$ cat config.mk
export PLATFORM = sky130hd
export DESIGN_NAME = dns_query_message_encoder
export DESIGN_NICKNAME = d
export VERILOG_FILES = /design/src/rtl/core/dnsqe_pkg.sv /design/src/rtl/core/dns_query_message_encoder.sv /design/src/rtl/core/dnsqe_ram.sv
export SDC_FILE = /design/constraint.sdc
export NUM_CORES = 1
export LEC_CHECK = 0
export ABC_CLOCK_PERIOD_IN_PS = 9400
export BUFFER_PORTS_ARGS = -buffer_cell sky130_fd_sc_hd__buf_2
export CAP_MARGIN = 15
export CORE_MARGIN = 10
export CORE_UTILIZATION = 30
export DETAILED_ROUTE_END_ITERATION = 16
export HOLD_SLACK_MARGIN = 0.05
export PLACE_DENSITY = 0.54
export SYNTH_ARGS = -nofsm -noshare
export SYNTH_HDL_FRONTEND = slang
export SYNTH_SLANG_ARGS = --single-unit
$ cat constraint.sdc
create_clock -name clk_i -period 9.4 [get_ports clk_i]
set_input_delay 1.88 -clock clk_i [delete_from_list [all_inputs] [get_ports clk_i]]
set_output_delay 1.88 -clock clk_i [all_outputs]
set_load 0.02 [all_outputs]
$ cat src/rtl/core/dnsqe_pkg.sv
package dnsqe_pkg;

  localparam int unsigned MaxLabelBytes = 63;
  localparam int unsigned MaxNameOctets = 255;
  localparam int unsigned LblW          = 6;
  localparam int unsigned CntW          = 9;
  localparam int unsigned PcW           = 5;
  localparam int unsigned CfgW          = 16;

  localparam logic [CntW-1:0] CntSat     = {CntW{1'b1}};
  localparam logic [7:0]      DotChar    = 8'd46;
  localparam logic [7:0]      QtypeAaaa  = 8'h1c;
  localparam logic [7:0]      QtypeA     = 8'h01;
  localparam logic [CfgW-1:0] CfgReset   = 16'd4096;
  localparam logic [CfgW-1:0] MinMessage = 16'd18;
  localparam logic [9:0]      FixedBytes = 10'd17;

  localparam logic [1:0] CmdBegin  = 2'd0;
  localparam logic [1:0] CmdChar   = 2'd1;
  localparam logic [1:0] CmdFinish = 2'd2;

  localparam logic [1:0] ErrNone   = 2'd0;
  localparam logic [1:0] ErrLabel  = 2'd1;
  localparam logic [1:0] ErrName   = 2'd2;
  localparam logic [1:0] ErrBuffer = 2'd3;

  localparam logic [PcW-1:0] StepHeader    = 5'd0;
  localparam logic [PcW-1:0] StepLabelLen  = 5'd12;
  localparam logic [PcW-1:0] StepLabelByte = 5'd13;
  localparam logic [PcW-1:0] StepFinEmpty  = 5'd14;
  localparam logic [PcW-1:0] StepFinish    = 5'd15;

  typedef enum logic [1:0] {
    SrcConst,
    SrcLabelLen,
    SrcStore,
    SrcQtype
  } src_e;

  typedef enum logic [1:0] {
    OpNext,
    OpEnd,
    OpLenBranch,
    OpLabelLoop
  } op_e;

  typedef struct packed {
    src_e       src;
    logic [7:0] konst;
    op_e        op;
    logic       msg_len;
  } ctrl_t;

  function automatic ctrl_t ucode(input logic [PcW-1:0] pc);
    ctrl_t c;
    c = '{src: SrcConst, konst: 8'h00, op: OpNext, msg_len: 1'b0};
    unique case (pc)
      5'd0, 5'd1, 5'd3, 5'd4, 5'd6, 5'd7, 5'd8, 5'd9, 5'd10: c.op = OpNext;
      5'd2, 5'd5: c.konst = 8'h01;
      5'd11: c.op = OpEnd;
      StepLabelLen: begin
        c.src = SrcLabelLen;
        c.op  = OpLenBranch;
      end
      StepLabelByte: begin
        c.src = SrcStore;
        c.op  = OpLabelLoop;
      end
      StepFinEmpty, 5'd15, 5'd16, 5'd18: c.op = OpNext;
      5'd17: c.src = SrcQtype;
      5'd19: begin
        c.konst   = 8'h01;
        c.op      = OpEnd;
        c.msg_len = 1'b1;
      end
      default: c.op = OpEnd;
    endcase
    return c;
  endfunction

endpackage

$ cat src/rtl/core/dns_query_message_encoder.sv
// DNS query message encoder.
// Input beats on s_axis: tuser selects begin, host name character or finish.
// Output beats on m_axis carry the message one byte per beat; tlast marks the
// final byte caused by an input beat, and the finish beat's last byte carries
// the total message length. Errors ride on every output byte; drop the run.
// cfg_* writes the message buffer limit: the user writes it only while the block is idle (unenforced).
// A begin gives 12 header bytes, a dot or last character gives 1 + label
// length bytes, a finish gives 5 or 6 bytes; other characters give none.
// A taken beat sets the sequencer busy, which then loads its first byte into the output register.
// One byte leaves per cycle while m_axis_tready is high, set by the microcode
// step counter; the next input beat can be taken once the last byte of the
// previous beat is in the output register.
// Label bytes come from a 63-entry store with registered read, prefetched
// one step ahead.
// Reset clears the counters, error and sequencer; the limit returns to 4096.
// The label store is not cleared. When m_axis_tready is low with a beat valid,
// the output beat holds and the sequencer waits.
module dns_query_message_encoder (
  input  logic        clk_i,
  input  logic        rst_ni,
  input  logic        s_axis_tvalid,
  output logic        s_axis_tready,
  input  logic [15:0] s_axis_tdata,   // want_ipv6, name_char[8:1], zeros
  input  logic [1:0]  s_axis_tuser,   // command
  input  logic        s_axis_tlast,
  output logic        m_axis_tvalid,
  input  logic        m_axis_tready,
  output logic [23:0] m_axis_tdata,   // out_byte, error_code[9:8], message_length[18:10], zeros
  output logic        m_axis_tlast,
  input  logic        cfg_valid_i,
  output logic        cfg_ready_o,
  input  logic [15:0] cfg_data_i
);

  logic [dnsqe_pkg::CfgW-1:0] max_q;
  logic [dnsqe_pkg::LblW-1:0] label_len_q, label_len_d;
  logic [dnsqe_pkg::LblW-1:0] flush_len_q, flush_len_d;
  logic [dnsqe_pkg::CntW-1:0] noc_q, noc_d;
  logic [dnsqe_pkg::CntW-1:0] host_q, host_d;
  logic                       ipv6_q, ipv6_d;
  logic [1:0]                 err_q, err_d;
  logic                       any_q, any_d;

  logic                       busy_q, busy_d;
  logic [dnsqe_pkg::PcW-1:0]  pc_q, pc_d;
  logic [dnsqe_pkg::LblW-1:0] idx_q, idx_d;

  logic       out_valid_q;
  logic [7:0] out_byte_q, out_byte_d;
  logic       out_last_q, out_last_d;
  logic [1:0] out_err_q;
  logic [8:0] out_len_q, out_len_d;

  logic [1:0] cmd;
  logic       want_ipv6;
  logic [7:0] name_char;
  logic       accept;
  logic       load;
  logic       is_dot;
  logic       store_full;
  logic       store_we;
  logic       flush;
  logic [dnsqe_pkg::LblW-1:0] len_after;
  logic [dnsqe_pkg::CntW-1:0] host_inc;
  logic [16:0]                need;
  logic [9:0]                 noc_sum;
  logic [9:0]                 msg_sum;
  logic [7:0]                 rdata;
  dnsqe_pkg::ctrl_t           ctrl;
  logic                       step_last;

  assign cmd         = s_axis_tuser;
  assign want_ipv6   = s_axis_tdata[0];
  assign name_char   = s_axis_tdata[8:1];
  assign s_axis_tready = !busy_q;
  assign accept      = s_axis_tvalid && !busy_q;
  assign load        = busy_q && (!out_valid_q || m_axis_tready);
  assign cfg_ready_o = 1'b1;

  assign is_dot     = (name_char == dnsqe_pkg::DotChar);
  assign store_full = (label_len_q == dnsqe_pkg::LblW'(dnsqe_pkg::MaxLabelBytes));
  assign store_we   = accept && (cmd == dnsqe_pkg::CmdChar) && !is_dot && !store_full;
  assign len_after  = store_full ? label_len_q : label_len_q + 1'b1;
  assign flush      = is_dot || s_axis_tlast;
  assign host_inc   = (host_q == dnsqe_pkg::CntSat) ? host_q : host_q + 1'b1;
  assign need       = 17'(host_inc) + 17'd18;

  always_comb begin
    label_len_d = label_len_q;
    flush_len_d = flush_len_q;
    noc_d       = noc_q;
    host_d      = host_q;
    ipv6_d      = ipv6_q;
    err_d       = err_q;
    any_d       = any_q;
    noc_sum     = '0;
    if (accept) begin
      unique case (cmd)
        dnsqe_pkg::CmdBegin: begin
          label_len_d = '0;
          noc_d       = '0;
          host_d      = '0;
          any_d       = 1'b0;
          ipv6_d      = want_ipv6;
          err_d       = (max_q < dnsqe_pkg::MinMessage) ? dnsqe_pkg::ErrBuffer
                                                        : dnsqe_pkg::ErrNone;
        end
        dnsqe_pkg::CmdChar: begin
          any_d  = 1'b1;
          host_d = host_inc;
          if ((err_d == dnsqe_pkg::ErrNone) && (need > {1'b0, max_q})) begin
            err_d = dnsqe_pkg::ErrBuffer;
          end
          if (is_dot) begin
            flush_len_d = label_len_q;
          end else begin
            if ((err_d == dnsqe_pkg::ErrNone) && store_full) begin
              err_d = dnsqe_pkg::ErrLabel;
            end
            flush_len_d = len_after;
            label_len_d = len_after;
          end
          if (flush) begin
            noc_sum     = {1'b0, noc_q} + 10'(flush_len_d) + 10'd1;
            noc_d       = noc_sum[9] ? dnsqe_pkg::CntSat : noc_sum[8:0];
            label_len_d = '0;
            if ((err_d == dnsqe_pkg::ErrNone) &&
                (noc_d > dnsqe_pkg::CntW'(dnsqe_pkg::MaxNameOctets))) begin
              err_d = dnsqe_pkg::ErrName;
            end
          end
        end
        dnsqe_pkg::CmdFinish: begin
          label_len_d = '0;
          if (!any_q) begin
            noc_sum = {1'b0, noc_q} + 10'd1;
            noc_d   = noc_sum[9] ? dnsqe_pkg::CntSat : noc_sum[8:0];
            if ((err_d == dnsqe_pkg::ErrNone) &&
                (noc_d > dnsqe_pkg::CntW'(dnsqe_pkg::MaxNameOctets))) begin
              err_d = dnsqe_pkg::ErrName;
            end
          end
        end
        default: begin
          err_d = err_q;
        end
      endcase
    end
  end

  assign ctrl    = dnsqe_pkg::ucode(pc_q);
  assign msg_sum = {1'b0, noc_q} + dnsqe_pkg::FixedBytes;

  always_comb begin
    step_last = 1'b0;
    unique case (ctrl.op)
      dnsqe_pkg::OpNext:      step_last = 1'b0;
      dnsqe_pkg::OpEnd:       step_last = 1'b1;
      dnsqe_pkg::OpLenBranch: step_last = (flush_len_q == '0);
      dnsqe_pkg::OpLabelLoop: step_last = (idx_q == flush_len_q - 1'b1);
      default:                step_last = 1'b1;
    endcase
  end

  always_comb begin
    unique case (ctrl.src)
      dnsqe_pkg::SrcConst:    out_byte_d = ctrl.konst;
      dnsqe_pkg::SrcLabelLen: out_byte_d = 8'(flush_len_q);
      dnsqe_pkg::SrcStore:    out_byte_d = rdata;
      dnsqe_pkg::SrcQtype:    out_byte_d = ipv6_q ? dnsqe_pkg::QtypeAaaa : dnsqe_pkg::QtypeA;
      default:                out_byte_d = ctrl.konst;
    endcase
    out_last_d = step_last;
    out_len_d  = ctrl.msg_len ? (msg_sum[9] ? 9'h1ff : msg_sum[8:0]) : 9'd0;
  end

  always_comb begin
    busy_d = busy_q;
    pc_d   = pc_q;
    idx_d  = idx_q;
    if (accept) begin
      unique case (cmd)
        dnsqe_pkg::CmdBegin: begin
          busy_d = 1'b1;
          pc_d   = dnsqe_pkg::StepHeader;
        end
        dnsqe_pkg::CmdChar: begin
          busy_d = flush;
          pc_d   = dnsqe_pkg::StepLabelLen;
          idx_d  = '0;
        end
        dnsqe_pkg::CmdFinish: begin
          busy_d = 1'b1;
          pc_d   = any_q ? dnsqe_pkg::StepFinish : dnsqe_pkg::StepFinEmpty;
        end
        default: begin
          busy_d = 1'b0;
        end
      endcase
    end else if (load) begin
      if (step_last) begin
        busy_d = 1'b0;
      end else if (ctrl.op == dnsqe_pkg::OpLabelLoop) begin
        idx_d = idx_q + 1'b1;
      end else begin
        pc_d = pc_q + 1'b1;
      end
    end
  end

  dnsqe_ram #(
    .Width(8),
    .Depth(dnsqe_pkg::MaxLabelBytes)
  ) u_label_store (
    .clk_i  (clk_i),
    .we_i   (store_we),
    .waddr_i(label_len_q),
    .wdata_i(name_char),
    .raddr_i(idx_d),
    .rdata_o(rdata)
  );

  always_ff @(posedge clk_i or negedge rst_ni) begin
    if (!rst_ni) begin
      max_q       <= dnsqe_pkg::CfgReset;
      label_len_q <= '0;
      flush_len_q <= '0;
      noc_q       <= '0;
      host_q      <= '0;
      ipv6_q      <= 1'b0;
      err_q       <= dnsqe_pkg::ErrNone;
      any_q       <= 1'b0;
      busy_q      <= 1'b0;
      pc_q        <= dnsqe_pkg::StepHeader;
      idx_q       <= '0;
      out_valid_q <= 1'b0;
    end else begin
      if (cfg_valid_i) begin
        max_q <= cfg_data_i;
      end
      label_len_q <= label_len_d;
      flush_len_q <= flush_len_d;
      noc_q       <= noc_d;
      host_q      <= host_d;
      ipv6_q      <= ipv6_d;
      err_q       <= err_d;
      any_q       <= any_d;
      busy_q      <= busy_d;
      pc_q        <= pc_d;
      idx_q       <= idx_d;
      if (load) begin
        out_valid_q <= 1'b1;
      end else if (m_axis_tready) begin
        out_valid_q <= 1'b0;
      end
    end
  end

  always_ff @(posedge clk_i) begin
    if (load) begin
      out_byte_q <= out_byte_d;
      out_last_q <= out_last_d;
      out_err_q  <= err_q;
      out_len_q  <= out_len_d;
    end
  end

  assign m_axis_tvalid = out_valid_q;
  assign m_axis_tlast  = out_last_q;
  assign m_axis_tdata  = {5'd0, out_len_q, out_err_q, out_byte_q};

endmodule

$ cat src/rtl/core/dnsqe_ram.sv
module dnsqe_ram #(
  parameter int unsigned Width = 8,
  parameter int unsigned Depth = 63,
  localparam int unsigned Aw   = (Depth > 1) ? $clog2(Depth) : 1
) (
  input  logic             clk_i,
  input  logic             we_i,
  input  logic [Aw-1:0]    waddr_i,
  input  logic [Width-1:0] wdata_i,
  input  logic [Aw-1:0]    raddr_i,
  output logic [Width-1:0] rdata_o
);

  logic [Width-1:0] mem_q [Depth];
  logic [Width-1:0] rdata_q;

  always_ff @(posedge clk_i) begin
    if (we_i) begin
      mem_q[waddr_i] <= wdata_i;
    end
    rdata_q <= mem_q[raddr_i];
  end

  assign rdata_o = rdata_q;

endmodule
==> flow_summary.json <==
{
  "setup_viol": 0,
  "ys_seq_area_share_pct": 67.7,
  "p_leak_nw": 10.2,
  "die-area_mm2": 0.0981,
  "start_util_pct": 30.2,
  "grt_max_degree": 83,
  "maxCapViolations": 0,
  "cts_tree": "done",
  "cp_slowest_cell": "buf_4",
  "ant_nets": 0,
  "cts-root-buf": "clkbuf_16",
  "end_kind": "flip-flop",
  "grt_use_total_pct": 14.1,
  "synthCells": 2108,
  "yosysWarnings": 0,
  "slew_viol_final": 0,
  "max-vdd-ir-drop_mv": 0.117,
  "die_w_um": 313,
  "hold_viol": 0,
  "grt_pass1_wl_um": 107000,
  "async_reset_ff_share_pct": 10.6,
  "period_share_pct": 66.6,
  "dr.pass1.iters": 5,
  "synth-edff-count": 524,
  "regArea_mm2": 0.0175,
  "worstSetupStartpointType": "input port",
  "multi_input_area_mm2": 0.00753,
  "setup_tns_ps": 0,
  "min_period_ps": 6260,
  "fin_util_pct": 34.3,
  "path_buf_inv": 3,
  "avgViaCountPerCell": 5.09,
  "ys_ff_latch": 595,
  "yosys.cell_types.count": 85,
  "synth.top_cell.area_share_pct": 61.0,
  "tightest_slew_ps": 1030,
  "post-cts-setup-buffers": 0,
  "place_hpwl_um": 42400,
  "grt_pass1_vias": 16712,
  "critPathMaxStageDelay_ps": 620,
  "drt-initial-drc-count": 1709,
  "cts-hold-fix-buffers": 0,
  "cp_max_fo": 64,
  "drive_gt1_share_pct": 10.0,
  "finalInstanceArea_mm2": 0.0293,
  "die-height_um": 313,
  "p_per_area_mw_per_mm2": 232,
  "synthToLayoutAreaGrowth_pct": 13.4,
  "worstSetupPathType": "in -> reg",
  "nFillCells": 8311,
  "grt-ovfl-total": 0,
  "path_delay_family": "compound AO/OA/AOI/OAI gates",
  "finalWirelength_um": 70900,
  "vias": 16949,
  "antenna_found_initial": 3,
  "clkTransAtPathRegs_ps": 60,
  "run_status": "finished, final reports clean",
  "hold_class": "reg -> reg",
  "numCtsBuffers": 66,
  "cpMostUsedCell": "o21ai_0",
  "yosysMostFrequentCell": "edfxtp_1",
  "yosys_most_used_dff": "edfxtp_1",
  "io_buffers": 54,
  "synth_area_leader_cell": "edfxtp_1",
  "htreeDepth": 3,
  "worstSkewPairLatency_ps": 600,
  "cts_resized": 0,
  "syn_area_per_cell_um2": 12.2,
  "synth_common_cells": "edfxtp_1, nand2_1, nor2_1",
  "wl_per_cell_um": 21.3,
  "drc_errors": 0,
  "ios": 68,
  "num_rows": 107,
  "cp_data_arrival_time_ps": 6730,
  "place_congestion": 0.842,
  "clk_path_buf_depth": 3,
  "rsz0062_at_grt": "no",
  "power.total_mw": 6.80,
  "critPathRequiredTime_ps": 9870,
  "skew_ps": 17.4,
  "cts.sinks": 595,
  "syn_area_mm2": 0.0258,
  "relSlewSlack_pct": 31.4,
  "crit_chain": "buf_2, buf_4, nor4b_2, nand4_1, o21ai_1, mux2i_1, inv_1, ha_1, nor2b_1, o21ai_0, a21boi_0, o21a_1, o21ai_0, nand2b_1, and4_1, o21ai_0, a21bo_2, nand3_1, nand2_1",
  "place_area_mm2": 0.0271,
  "synthTopCellsByArea": "edfxtp_1, nand2_1, dfrtp_1",
  "max_freq_mhz": 160,
  "coreArea_mm2": 0.0853,
  "nets": 2208
}
routing by layer:
layer / global-route usage [%] / part of all wire (%) / vias to the layer above
li1: - / - / 7845
met1: 18.8 / 44 / 8441
met2: 22.5 / 46 / 550
met3: 2.97 / 7.0 / 107
met4: 4.76 / 2.6 / 6
met5: 0 / 0.048 / -
cell type report:
type                            instances  area share, %
Antenna cell                            1        0.00855
Clock buffer                           79           5.89
Clock inverter                         38           1.39
Inverter                               45          0.607
Multi-Input combinational cell       1343           25.8
Sequential cell                       595           59.7
Tap cell                             1144           4.89
Timing Repair Buffer                   86           1.73
where the power goes:
part	total, mW	internal (mW)	switching, mW
clock network	2.57	1.53	1.04
logic	1.12	0.362	0.761
registers	3.10	2.99	0.112
total	6.80	4.88	1.92
worst register-to-register path, delay by kind of cell (launching register included):
kind            cells  cell delay (ps)
compound gates      6             1370
fa+ha+maj           1              310
buf+inv             3              670
flops               1              430
mux                 1              610
simple gates        3             1820
cell families after synthesis:
group | after synthesis | synth area share [%]
AND/OR/NAND/NOR | 865 | 14.6
flip-flops | 595 | 67.7
AO/OA/AOI/OAI | 361 | 9.67
buffers and inverters | 174 | 3.22
multiplexers | 50 | 2.22
adder cells (fa/ha/maj) | 31 | 1.53
XOR/XNOR | 30 | 1.02
other | 2 | 0.0291
metrics by stage:
step	hold slack [ps]	setup slack, ps	instances
after global placement	494	2760	3212
after global routing	548	2850	3330
final	514	3140	3331
after floorplan	480	4190	2112
after CTS	511	3230	3330
after detailed placement	498	2610	3213
final timing paths:
| path | from | endpoint | slack (ps) | cells past startpoint |
|---|---|---|---|---|
| worst max-delay path | s_axis_tdata[6] | noc_q[3]$_DFFE_PN0P_ | 3140 | 19 |
| worst min-delay path | busy_q$_DFFE_PN0P_ | m_axis_tvalid$_DFFE_PN0P_ | 510 | 1 |
| worst max register to register | pc_q[1]$_DFFE_PN0P_ | u_label_store.rdata_o[3]$_DFF_P_ | 4100 | 14 |
| worst min register to register | busy_q$_DFFE_PN0P_ | m_axis_tvalid$_DFFE_PN0P_ | 510 | 1 |
| max in group asynchronous | rst_ni | idx_q[0]$_DFF_PN0_ | 7380 | 2 |
| min in group asynchronous | rst_ni | noc_q[6]$_DFFE_PN0P_ | 1490 | 2 |
state kept, by name (all words and copies together), names as in the netlist:
| register | cells |
|---|---|
| any_q | 1 |
| pc_q | 5 |
| m_axis_tlast | 1 |
| ipv6_q | 1 |
| u_label_store.mem_q | 504 |
| u_label_store.rdata_o | 8 |
| idx_q | 6 |
| busy_q | 1 |
| host_q | 9 |
| out_len_q | 9 |
| m_axis_tvalid | 1 |
| out_err_q | 2 |
| noc_q | 9 |
| err_q | 2 |
| out_byte_q | 8 |
| label_len_q | 6 |
| flush_len_q | 6 |
| max_q | 16 |
layout by cell type (no fill, tap or decap), types with 5 or more instances in the layout:
cell and instances:
a2111oi_0 12, a211oi_1 13, a21o_1 6, a21oi_1 71, a22oi_1 13, a311oi_1 59
a31oi_1 25, and3_1 49, buf_2 54, buf_4 31, bufinv_16 8, clkbuf_1 12
clkbuf_16 67, clkinv_1 11, clkinv_2 12, conb_1 6, dfrtp_1 62, dfxtp_1 8
edfxtp_1 524, ha_1 30, inv_1 41, mux2_2 9, mux2i_1 34, nand2_1 480
nand2b_1 10, nand3_1 106, nand4_1 21, nor2_1 131, nor2b_1 15, nor3_1 19
nor4_1 9, o211ai_1 6, o21a_1 9, o21ai_0 76, o22ai_1 9, o31ai_1 5
xnor2_1 15, xor2_1 15
Power figures use the tool's default switching activity.
